--- config.mk ---
export PLATFORM = sky130hd
export DESIGN_NAME = resource_ownership_table_with_log
export DESIGN_NICKNAME = d
export VERILOG_FILES = /design/src/design/rot_pkg.sv /design/src/design/resource_ownership_table_with_log.sv /design/src/design/rot_table.sv /design/src/design/rot_log.sv
export VERILOG_INCLUDE_DIRS = /design/src /design/src/design
export SDC_FILE = /design/constraint.sdc
export NUM_CORES = 2
export LEC_CHECK = 0
export ABC_AREA = 0
export BUFFER_PORTS_ARGS = -buffer_cell sky130_fd_sc_hd__buf_2
export CORE_ASPECT_RATIO = 1.2
export CORE_MARGIN = 3
export CORE_UTILIZATION = 39
export CTS_BUF_LIST = sky130_fd_sc_hd__clkbuf_8
export CTS_CLUSTER_DIAMETER = 50
export DETAILED_ROUTE_END_ITERATION = 7
export PLACE_DENSITY = 0.49
export SYNTH_ARGS = -nofsm -noshare
export SYNTH_HDL_FRONTEND = slang
export SYNTH_SLANG_ARGS = --single-unit
--- constraint.sdc ---
create_clock -name clk -period 6.7 [get_ports clk]
set_input_delay 1.005 -clock clk [delete_from_list [all_inputs] [get_ports clk]]
set_output_delay 1.005 -clock clk [all_outputs]
set_load 0.02 [all_outputs]
--- src/design/resource_ownership_table_with_log_defines.svh ---
// Assertion macros shared by the ownership table design
// Both sample on clk and are disabled while arst_n is low
`ifndef RESOURCE_OWNERSHIP_TABLE_WITH_LOG_DEFINES_SVH
`define RESOURCE_OWNERSHIP_TABLE_WITH_LOG_DEFINES_SVH

// Same-cycle implication, disabled while in reset
`define ROT_ASSERT_IMP(label, ante, cons, msg) \
	label: assert property (@(posedge clk) disable iff (!arst_n) (ante) |-> (cons)) \
		else $error(msg);

// Next-cycle implication, disabled while in reset
`define ROT_ASSERT_NEXT(label, ante, cons, msg) \
	label: assert property (@(posedge clk) disable iff (!arst_n) (ante) |=> (cons)) \
		else $error(msg);

`endif

--- src/design/rot_pkg.sv ---
package rot_pkg;

	// Field widths
	localparam int TYPE_W  = 8;
	localparam int RES_W   = 16;
	localparam int OWN_W   = 16;
	localparam int WANT_W  = 5;
	localparam int NCNT_W  = 5;
	// Most results one log read may produce
	localparam int MAX_OUT = 16;

	// Command codes
	localparam logic CMD_REQ = 1'b0;
	localparam logic CMD_LOG = 1'b1;

	// Result kinds
	typedef enum logic [1:0] {
		KIND_STATUS = 2'd0,
		KIND_ENTRY  = 2'd1,
		KIND_EMPTY  = 2'd2
	} kind_t;

	// Top level sequencer
	typedef enum logic [1:0] {
		ST_IDLE,
		ST_REQ,
		ST_LRD,
		ST_LOUT
	} state_t;

	// Table scan sequencer
	typedef enum logic [1:0] {
		TS_CLEAR,
		TS_IDLE,
		TS_SCAN,
		TS_DECIDE
	} tstate_t;

	// One ownership table slot
	typedef struct packed {
		logic [TYPE_W-1:0] type_code;
		logic [RES_W-1:0]  resource;
		logic [OWN_W-1:0]  owner;
	} slot_t;

	// One decision log record
	typedef struct packed {
		logic [TYPE_W-1:0] type_code;
		logic [RES_W-1:0]  resource;
		logic [OWN_W-1:0]  owner;
		logic              granted;
	} rec_t;

	// Sequencer to table
	typedef struct packed {
		logic              go;
		logic [TYPE_W-1:0] type_code;
		logic [RES_W-1:0]  resource;
		logic [OWN_W-1:0]  requester;
	} tbl_req_t;

	// Table to sequencer
	typedef struct packed {
		logic clearing;
		logic done;
		logic granted;
	} tbl_stat_t;

	// Sequencer to log
	typedef struct packed {
		logic              wr;
		rec_t              rec;
		logic              rd_start;
		logic [WANT_W-1:0] want;
		logic              rd_next;
	} log_ctl_t;

	// Log to sequencer
	typedef struct packed {
		logic [NCNT_W-1:0] n_avail;
		rec_t              rec;
	} log_stat_t;

endpackage

--- src/design/resource_ownership_table_with_log.sv ---
// Request: busy from start until the table scan decides; the status is shown the cycle after.
// The time is set by one pass of the shared compare unit over the table, one slot a cycle.
// Log read: per entry ST_LRD (registered memory read), then ST_LOUT; empty read skips both.
// Reset (arst_n low): after release a sweep clears every slot; busy stays high until done.
// Log head and count reset to zero; results cannot be stalled by the receiver.
`include "resource_ownership_table_with_log_defines.svh"

module resource_ownership_table_with_log #(
	parameter int TABLE_ENTRIES = 64,
	parameter int LOG_ENTRIES   = 16
) (
	input  logic        clk,
	input  logic        arst_n,
	input  logic        start,
	output logic        busy,
	input  logic        cmd,
	input  logic [7:0]  type_code,
	input  logic [15:0] resource,
	input  logic [15:0] requester,
	input  logic [4:0]  max_read,
	output logic        valid,
	output logic [1:0]  kind,
	output logic        granted,
	output logic [7:0]  log_type,
	output logic [15:0] log_resource,
	output logic [15:0] log_owner,
	output logic        log_granted,
	output logic        last
);

	rot_pkg::state_t    state_q, state_d;
	rot_pkg::tbl_req_t  tbl_req;
	rot_pkg::tbl_stat_t tbl_stat;
	rot_pkg::log_ctl_t  log_ctl;
	rot_pkg::log_stat_t log_stat;

	logic accept;

	// latched request
	logic [rot_pkg::TYPE_W-1:0] type_q;
	logic [rot_pkg::RES_W-1:0]  res_q;
	logic [rot_pkg::OWN_W-1:0]  who_q;

	// log read progress
	logic [rot_pkg::NCNT_W-1:0] n_q;
	logic [rot_pkg::NCNT_W-1:0] idx_q;
	logic                       rd_last;

	// output load
	logic           out_load;
	rot_pkg::kind_t out_kind;
	logic           out_granted;
	rot_pkg::rec_t  out_rec;
	logic           out_last;

	// output registers
	logic           valid_q;
	rot_pkg::kind_t kind_q;
	logic           granted_q;
	rot_pkg::rec_t  rec_q;
	logic           last_q;

	// result kind decode for checks
	logic is_status;
	logic is_empty;
	logic is_entry;

	rot_table #(
		.TABLE_ENTRIES(TABLE_ENTRIES)
	) u_table (
		.clk   (clk),
		.arst_n(arst_n),
		.req   (tbl_req),
		.stat  (tbl_stat)
	);

	rot_log #(
		.LOG_ENTRIES(LOG_ENTRIES)
	) u_log (
		.clk   (clk),
		.arst_n(arst_n),
		.ctl   (log_ctl),
		.stat  (log_stat)
	);

	assign busy    = (state_q != rot_pkg::ST_IDLE) || tbl_stat.clearing;
	assign accept  = start && !busy;
	assign rd_last = ((idx_q + rot_pkg::NCNT_W'(1)) == n_q);

	// unit controls
	always_comb begin
		tbl_req.go        = accept && (cmd == rot_pkg::CMD_REQ);
		tbl_req.type_code = type_q;
		tbl_req.resource  = res_q;
		tbl_req.requester = who_q;

		log_ctl.wr            = (state_q == rot_pkg::ST_REQ) && tbl_stat.done;
		log_ctl.rec.type_code = type_q;
		log_ctl.rec.resource  = res_q;
		log_ctl.rec.owner     = who_q;
		log_ctl.rec.granted   = tbl_stat.granted;
		log_ctl.rd_start      = accept && (cmd == rot_pkg::CMD_LOG);
		log_ctl.want          = max_read;
		log_ctl.rd_next       = (state_q == rot_pkg::ST_LOUT);
	end

	// state register
	always_ff @(posedge clk or negedge arst_n) begin
		if (!arst_n) begin
			state_q <= rot_pkg::ST_IDLE;
		end else begin
			state_q <= state_d;
		end
	end

	// next state and result selection
	always_comb begin
		state_d     = state_q;
		out_load    = 1'b0;
		out_kind    = rot_pkg::KIND_STATUS;
		out_granted = 1'b0;
		out_rec     = '0;
		out_last    = 1'b1;
		case (state_q)
			rot_pkg::ST_IDLE: begin
				if (accept) begin
					if (cmd == rot_pkg::CMD_REQ) begin
						state_d = rot_pkg::ST_REQ;
					end else if (log_stat.n_avail == '0) begin
						out_load = 1'b1;
						out_kind = rot_pkg::KIND_EMPTY;
					end else begin
						state_d = rot_pkg::ST_LRD;
					end
				end
			end
			rot_pkg::ST_REQ: begin
				if (tbl_stat.done) begin
					out_load    = 1'b1;
					out_granted = tbl_stat.granted;
					state_d     = rot_pkg::ST_IDLE;
				end
			end
			rot_pkg::ST_LRD: begin
				state_d = rot_pkg::ST_LOUT;
			end
			rot_pkg::ST_LOUT: begin
				out_load = 1'b1;
				out_kind = rot_pkg::KIND_ENTRY;
				out_rec  = log_stat.rec;
				out_last = rd_last;
				state_d  = rd_last ? rot_pkg::ST_IDLE : rot_pkg::ST_LRD;
			end
			default: begin
				state_d = rot_pkg::ST_IDLE;
			end
		endcase
	end

	// result strobe and read index
	always_ff @(posedge clk or negedge arst_n) begin
		if (!arst_n) begin
			valid_q <= 1'b0;
			idx_q   <= '0;
			n_q     <= '0;
		end else begin
			valid_q <= out_load;
			if (accept) begin
				idx_q <= '0;
				n_q   <= log_stat.n_avail;
			end else if (state_q == rot_pkg::ST_LOUT) begin
				idx_q <= idx_q + rot_pkg::NCNT_W'(1);
			end
		end
	end

	// request latch and result payload
	always_ff @(posedge clk) begin
		if (accept) begin
			type_q <= type_code;
			res_q  <= resource;
			who_q  <= requester;
		end
		if (out_load) begin
			kind_q    <= out_kind;
			granted_q <= out_granted;
			rec_q     <= out_rec;
			last_q    <= out_last;
		end
	end

	assign valid        = valid_q;
	assign kind         = kind_q;
	assign granted      = granted_q;
	assign log_type     = rec_q.type_code;
	assign log_resource = rec_q.resource;
	assign log_owner    = rec_q.owner;
	assign log_granted  = rec_q.granted;
	assign last         = last_q;

	assign is_status = valid && (kind == rot_pkg::KIND_STATUS);
	assign is_empty  = valid && (kind == rot_pkg::KIND_EMPTY);
	assign is_entry  = valid && (kind == rot_pkg::KIND_ENTRY);

	// checks
	`ROT_ASSERT_IMP(a_status_last, is_status, last, "request status without last")
	`ROT_ASSERT_IMP(a_empty_last, is_empty, last, "empty marker without last")
	`ROT_ASSERT_IMP(a_entry_src, is_entry, $past(state_q) == rot_pkg::ST_LOUT, "stray entry")
	`ROT_ASSERT_IMP(a_done_wait, tbl_stat.done, state_q == rot_pkg::ST_REQ, "stray table done")
	`ROT_ASSERT_NEXT(a_req_busy, tbl_req.go, busy, "request accepted without going busy")

endmodule

--- src/design/rot_table.sv ---
module rot_table #(
	parameter int TABLE_ENTRIES = 64
) (
	input  logic               clk,
	input  logic               arst_n,
	input  rot_pkg::tbl_req_t  req,
	output rot_pkg::tbl_stat_t stat
);

	localparam int TW = (TABLE_ENTRIES > 1) ? $clog2(TABLE_ENTRIES) : 1;
	localparam int CW = $clog2(TABLE_ENTRIES + 1);

	rot_pkg::tstate_t state_q, state_d;
	logic [CW-1:0]    cnt_q;
	logic             issue;
	logic             clr_last;

	// read pipeline
	logic             rd_v_s1;
	logic [TW-1:0]    rd_idx_s1;
	rot_pkg::slot_t   rd_slot_s1;

	// scan results
	logic                      hit_q;
	logic [rot_pkg::OWN_W-1:0] hit_own_q;
	logic                      free_q;
	logic [TW-1:0]             free_idx_q;

	// write port
	logic           wr_en;
	logic [TW-1:0]  wr_idx;
	rot_pkg::slot_t wr_slot;

	rot_pkg::slot_t table_mem_q [TABLE_ENTRIES];

	logic own_nz;
	logic same_key;

	assign issue    = (cnt_q != CW'(TABLE_ENTRIES));
	assign clr_last = (cnt_q == CW'(TABLE_ENTRIES - 1));
	assign own_nz   = (rd_slot_s1.owner != '0);
	assign same_key = (rd_slot_s1.type_code == req.type_code) &&
		(rd_slot_s1.resource == req.resource);

	// state register
	always_ff @(posedge clk or negedge arst_n) begin
		if (!arst_n) begin
			state_q <= rot_pkg::TS_CLEAR;
		end else begin
			state_q <= state_d;
		end
	end

	// next state, write port and status
	always_comb begin
		state_d          = state_q;
		wr_en            = 1'b0;
		wr_idx           = cnt_q[TW-1:0];
		wr_slot          = '0;
		stat.clearing    = 1'b0;
		stat.done        = 1'b0;
		stat.granted     = 1'b0;
		case (state_q)
			rot_pkg::TS_CLEAR: begin
				stat.clearing = 1'b1;
				wr_en         = 1'b1;
				if (clr_last) begin
					state_d = rot_pkg::TS_IDLE;
				end
			end
			rot_pkg::TS_IDLE: begin
				if (req.go) begin
					state_d = rot_pkg::TS_SCAN;
				end
			end
			rot_pkg::TS_SCAN: begin
				if (!issue && !rd_v_s1) begin
					state_d = rot_pkg::TS_DECIDE;
				end
			end
			rot_pkg::TS_DECIDE: begin
				// owned match wins; else first free slot is taken
				stat.done         = 1'b1;
				stat.granted      = hit_q ? (hit_own_q == req.requester) : free_q;
				wr_en             = !hit_q && free_q;
				wr_idx            = free_idx_q;
				wr_slot.type_code = req.type_code;
				wr_slot.resource  = req.resource;
				wr_slot.owner     = req.requester;
				state_d           = rot_pkg::TS_IDLE;
			end
			default: begin
				state_d = rot_pkg::TS_IDLE;
			end
		endcase
	end

	// scan counter, read valid and compare results
	always_ff @(posedge clk or negedge arst_n) begin
		if (!arst_n) begin
			cnt_q   <= '0;
			rd_v_s1 <= 1'b0;
			hit_q   <= 1'b0;
			free_q  <= 1'b0;
		end else begin
			rd_v_s1 <= (state_q == rot_pkg::TS_SCAN) && issue;
			case (state_q)
				rot_pkg::TS_CLEAR: cnt_q <= clr_last ? '0 : cnt_q + CW'(1);
				rot_pkg::TS_SCAN: if (issue) cnt_q <= cnt_q + CW'(1);
				default: cnt_q <= '0;
			endcase
			if (state_q == rot_pkg::TS_IDLE && req.go) begin
				hit_q  <= 1'b0;
				free_q <= 1'b0;
			end else if (rd_v_s1) begin
				if (own_nz && same_key && !hit_q) begin
					hit_q <= 1'b1;
				end
				if (!own_nz && !free_q) begin
					free_q <= 1'b1;
				end
			end
		end
	end

	// scan payload
	always_ff @(posedge clk) begin
		rd_idx_s1 <= cnt_q[TW-1:0];
		if (rd_v_s1 && own_nz && same_key && !hit_q) begin
			hit_own_q <= rd_slot_s1.owner;
		end
		if (rd_v_s1 && !own_nz && !free_q) begin
			free_idx_q <= rd_idx_s1;
		end
	end

	// table memory: one write, one registered read
	always_ff @(posedge clk) begin
		if (wr_en) begin
			table_mem_q[wr_idx] <= wr_slot;
		end
		rd_slot_s1 <= table_mem_q[cnt_q[TW-1:0]];
	end

endmodule

--- src/design/rot_log.sv ---
module rot_log #(
	parameter int LOG_ENTRIES = 16
) (
	input  logic               clk,
	input  logic               arst_n,
	input  rot_pkg::log_ctl_t  ctl,
	output rot_pkg::log_stat_t stat
);

	localparam int LW   = (LOG_ENTRIES > 1) ? $clog2(LOG_ENTRIES) : 1;
	localparam int CNTW = $clog2(LOG_ENTRIES + 1);
	localparam int SW   = LW + 2;
	localparam int CMPW = (CNTW > rot_pkg::NCNT_W) ? CNTW : rot_pkg::NCNT_W;

	logic [LW-1:0]   head_q;
	logic [CNTW-1:0] count_q;
	logic [LW-1:0]   ptr_q;
	rot_pkg::rec_t   rd_rec_q;
	rot_pkg::rec_t   log_mem_q [LOG_ENTRIES];

	logic [SW-1:0]   start_sum;
	logic [LW-1:0]   start_idx;
	logic [CMPW-1:0] cnt_cap;
	logic [CMPW-1:0] want_x;
	logic [CMPW-1:0] n_x;

	// oldest entry: head - count, modulo depth
	always_comb begin
		start_sum = SW'(head_q) + SW'(LOG_ENTRIES) - SW'(count_q);
		if (start_sum >= SW'(LOG_ENTRIES)) begin
			start_sum = start_sum - SW'(LOG_ENTRIES);
		end
		start_idx = start_sum[LW-1:0];
	end

	// entries returned: min(count, want, MAX_OUT)
	always_comb begin
		cnt_cap = CMPW'(count_q);
		if (cnt_cap > CMPW'(rot_pkg::MAX_OUT)) begin
			cnt_cap = CMPW'(rot_pkg::MAX_OUT);
		end
		want_x = CMPW'(ctl.want);
		n_x    = (want_x < cnt_cap) ? want_x : cnt_cap;
	end

	assign stat.n_avail = n_x[rot_pkg::NCNT_W-1:0];
	assign stat.rec     = rd_rec_q;

	// ring pointers
	always_ff @(posedge clk or negedge arst_n) begin
		if (!arst_n) begin
			head_q  <= '0;
			count_q <= '0;
			ptr_q   <= '0;
		end else begin
			if (ctl.wr) begin
				head_q <= (head_q == LW'(LOG_ENTRIES - 1)) ? '0 : head_q + LW'(1);
				if (count_q != CNTW'(LOG_ENTRIES)) begin
					count_q <= count_q + CNTW'(1);
				end
			end
			if (ctl.rd_start) begin
				ptr_q <= start_idx;
			end else if (ctl.rd_next) begin
				ptr_q <= (ptr_q == LW'(LOG_ENTRIES - 1)) ? '0 : ptr_q + LW'(1);
			end
		end
	end

	// log memory: one write, one registered read
	always_ff @(posedge clk) begin
		if (ctl.wr) begin
			log_mem_q[head_q] <= ctl.rec;
		end
		rd_rec_q <= log_mem_q[ptr_q];
	end

endmodule
==> impl_metrics.tcl <==
set metrics [dict create \
    holdCritPathClass "primary input to flop" \
    max_freq_ghz 0.214 \
    place.detailed.hpwl_um 208000 \
    core_mm2 0.333 \
    grt_use_total 0.208 \
    vias_per_cell 5.49 \
    rows 232 \
    cts_made_buffers 564 \
    hold_violations 0 \
    cts_max_level 6 \
    crit_type "flop to flop" \
    worst_slack_ns 2.02 \
    synth-async-reset-ratio 0.0110 \
    die_x_um 534 \
    die_h_um 640 \
    initial_utilization 0.392 \
    dieArea_mm2 0.342 \
    ioPinCount 96 \
    fin_crit_sh 0.699 \
    grt_setup_unrepaired "false" \
    antenna_found_initial 25 \
    synthCells 5699 \
    ys_types 60 \
    grt_max_degree 110 \
    startpoint_type "flop" \
    power.density_mw_per_mm2 384 \
    arrival_ns 5.50 \
    io_buffer_count 95 \
    post_cts.repair.setup_buffers 0 \
    drt_iter0_markers 5236 \
    p_leak_uw 0.0472 \
    finalClockSkew_ns 0.0455 \
    synth_area_mm2 0.131 \
    critPathMaxFanout 24 \
    wl_per_cell_um 32.0 \
    fin_nets 6406 \
    synth_edf_count 3323 \
    layout_commonest_cell "edfxtp_1" \
    post-place-ws_ns 2.03 \
    worstSetupEndpointType "flop" \
    ys.flop_type "edfxtp_1" \
    tns_ns 0 \
    synthesis.nets 5776 \
    firstDrtPassIters 6 \
    yosys_warnings 0 \
    finalWirelength_um 359000 \
    synth-seq-cells 3448 \
    ir_worst_vdd_uv 348 \
    grt_pass1_vias 65200 \
    grt_overflow 0 \
    outcome "finished clean" \
    setup_violations 0 \
    worstSkewPairLatency_ns 1.15 \
    synth_area_per_cell_um2 22.9 \
    cts_buffer_depth 4 \
    drive_gt1_frac 0.312 \
    detail-route-antenna-nets 0 \
    root_buffer "clkbuf_8" \
    clk_pin_slew_ns 0.06 \
    max_slew.worst_pin.slew_ns 1.35 \
    yosysSeqAreaShare 0.784 \
    grt_pass1_wl_um 504000 \
    slew_headroom 0.0982 \
    via_count 61600 \
    timing.final.max_slew_violations 0 \
    maxCapViolCount 0 \
    final_cell_mix "edfxtp_1 (3323), mux4_2 (934), clkbuf_8 (600), nand2_1 (319)" \
    areaGrowthSynthToFinish_pct 13.7 \
    fin_crit_ns 4.68 \
    cts_tree "built" \
    drcViolationCount 0 \
    crit_required_ns 7.52 \
    globalplace.congestion 0.803 \
    cts.sinks 3448 \
]
## cell type report
type | instances | area (µm²)
Multi-Input combinational cell | 1933 | 27400
Inverter | 25 | 109
Timing Repair Buffer | 357 | 2770
Sequential cell | 3448 | 103000
Tap cell | 4446 | 5560
Clock inverter | 395 | 2040
Clock buffer | 600 | 8260
Fill cell | 28500 | 185000
Antenna cell | 14 | 35.0
## path summary, 6_finish.rpt
path	slack, ns	cells after the start	startpoint	to
worst max-delay path	2.02	7	u_table.state_q[1]$_DFFE_PN0P_	u_table.table_mem_q[39][25]$_DFFE_PP_
worst min-delay path	0.12	1	resource[9]	res_q[9]$_DFFE_PP_
worst max register to register	2.02	7	u_table.state_q[1]$_DFFE_PN0P_	u_table.table_mem_q[39][25]$_DFFE_PP_
worst min register to register	0.40	0	u_table.rd_idx_s1[0]$_DFF_P_	u_table.free_idx_q[0]$_DFFE_PP_
max in group asynchronous	5.64	3	arst_n	u_log.ptr_q[1]$_DFFE_PN0P_
min in group asynchronous	0.51	3	arst_n	u_table.cnt_q[1]$_DFFE_PN0P_
## critical path: stages, from the launching register on
cell	delay (ns)
dfrtp_1	0.42
inv_1	0.13
ha_1	0.43
nor2_1	0.12
nor2_1	0.77
nand3_1	0.88
nor2_4	1.13
buf_4	0.43
## per-stage QoR
stage                      util  instance area [µm²]  instances  hold slack, ns  power (µW)
after floorplan               -               131000       5699           0.342       35600
after global placement    0.414               138000      10200           0.387       40800
after detailed placement  0.414               138000      10200           0.389       40900
after CTS                 0.446               149000      11200         0.00922       58000
after global routing      0.446               149000      11200          0.0328       59600
final                     0.446               149000      11200           0.124       57200
## cell families (layout without fill, tap and decap cells)
kind of cell / after synthesis / count (layout) / share of synthesized area
fa+ha+maj: 28 / 28 / 0.00274
other cells: 0 / 14 / 0
xor+xnor: 62 / 62 / 0.00415
mux: 967 / 967 / 0.164
flops: 3448 / 3448 / 0.784
simple gates: 660 / 660 / 0.0231
buf+inv: 318 / 1377 / 0.0112
compound gates: 216 / 216 / 0.0112
## report_power, final
group          switching, µW  total, µW  internal, µW
Sequential               914      27100         26200
Clock                   8400      17000          8590
Combinational           7940      13100          5120
Total                  17300      57200         39900
## cell usage after synthesis (3+ instances only)
master | instances | area share
ha_1 | 27 | 0.0026
nand4_1 | 9 | 0.00043
or3_1 | 3 | 0.00014
edfxtp_1 | 3323 | 0.76
xnor2_1 | 27 | 0.0018
xor2_1 | 35 | 0.0023
o22ai_1 | 10 | 0.00048
and2_1 | 111 | 0.0053
buf_6 | 9 | 0.00078
mux2i_1 | 26 | 0.0020
buf_2 | 83 | 0.0032
a311o_1 | 3 | 0.00023
and3_1 | 16 | 0.00077
o211ai_1 | 3 | 0.00017
mux2_2 | 5 | 0.00043
dfxtp_1 | 87 | 0.013
nor3_1 | 9 | 0.00034
mux4_2 | 934 | 0.16
o32ai_1 | 5 | 0.00034
nand2b_1 | 6 | 0.00029
clkbuf_1 | 122 | 0.0035
a21oi_1 | 50 | 0.0019
o21ai_0 | 17 | 0.00065
nor2_1 | 100 | 0.0029
nor2b_1 | 9 | 0.00043
buf_4 | 28 | 0.0016
a22oi_1 | 40 | 0.0023
a32oi_1 | 13 | 0.00087
a211oi_1 | 19 | 0.0011
buf_1 | 51 | 0.0015
nor4_1 | 13 | 0.00062
a31oi_1 | 26 | 0.0012
nand2_1 | 319 | 0.0092
dfrtp_1 | 38 | 0.0073
inv_1 | 22 | 0.00063
o21ai_1 | 3 | 0.00011
a21o_1 | 3 | 0.00017
o221ai_1 | 9 | 0.00060
nand3_1 | 56 | 0.0021
## flip-flops by register name, summed over array words and instances, names as in the netlist, 40 cells and up
name / count
u_table.table_mem_q: 2560
u_log.log_mem_q: 656
u_log.stat: 41
u_table.rd_slot_s1: 40
## layer usage
metal | vias to the layer above | part of all wire | wire (µm) | GRT usage
met5 | - | 0.000092 | 33 | 0
met3 | 514 | 0.048 | 17200 | 0.0305
met2 | 1882 | 0.53 | 189000 | 0.370
li1 | 25300 | - | - | -
met4 | 4 | 0.025 | 9080 | 0.0561
met1 | 33900 | 0.40 | 144000 | 0.266
## repair_timing
item,CTS,global route
endpoints found under the setup margin,0,0
hold buffers,40,0
gates resized for setup,0,0
hold endpoints to repair,77,0
Note: power is estimated with default switching activity, not from simulation.
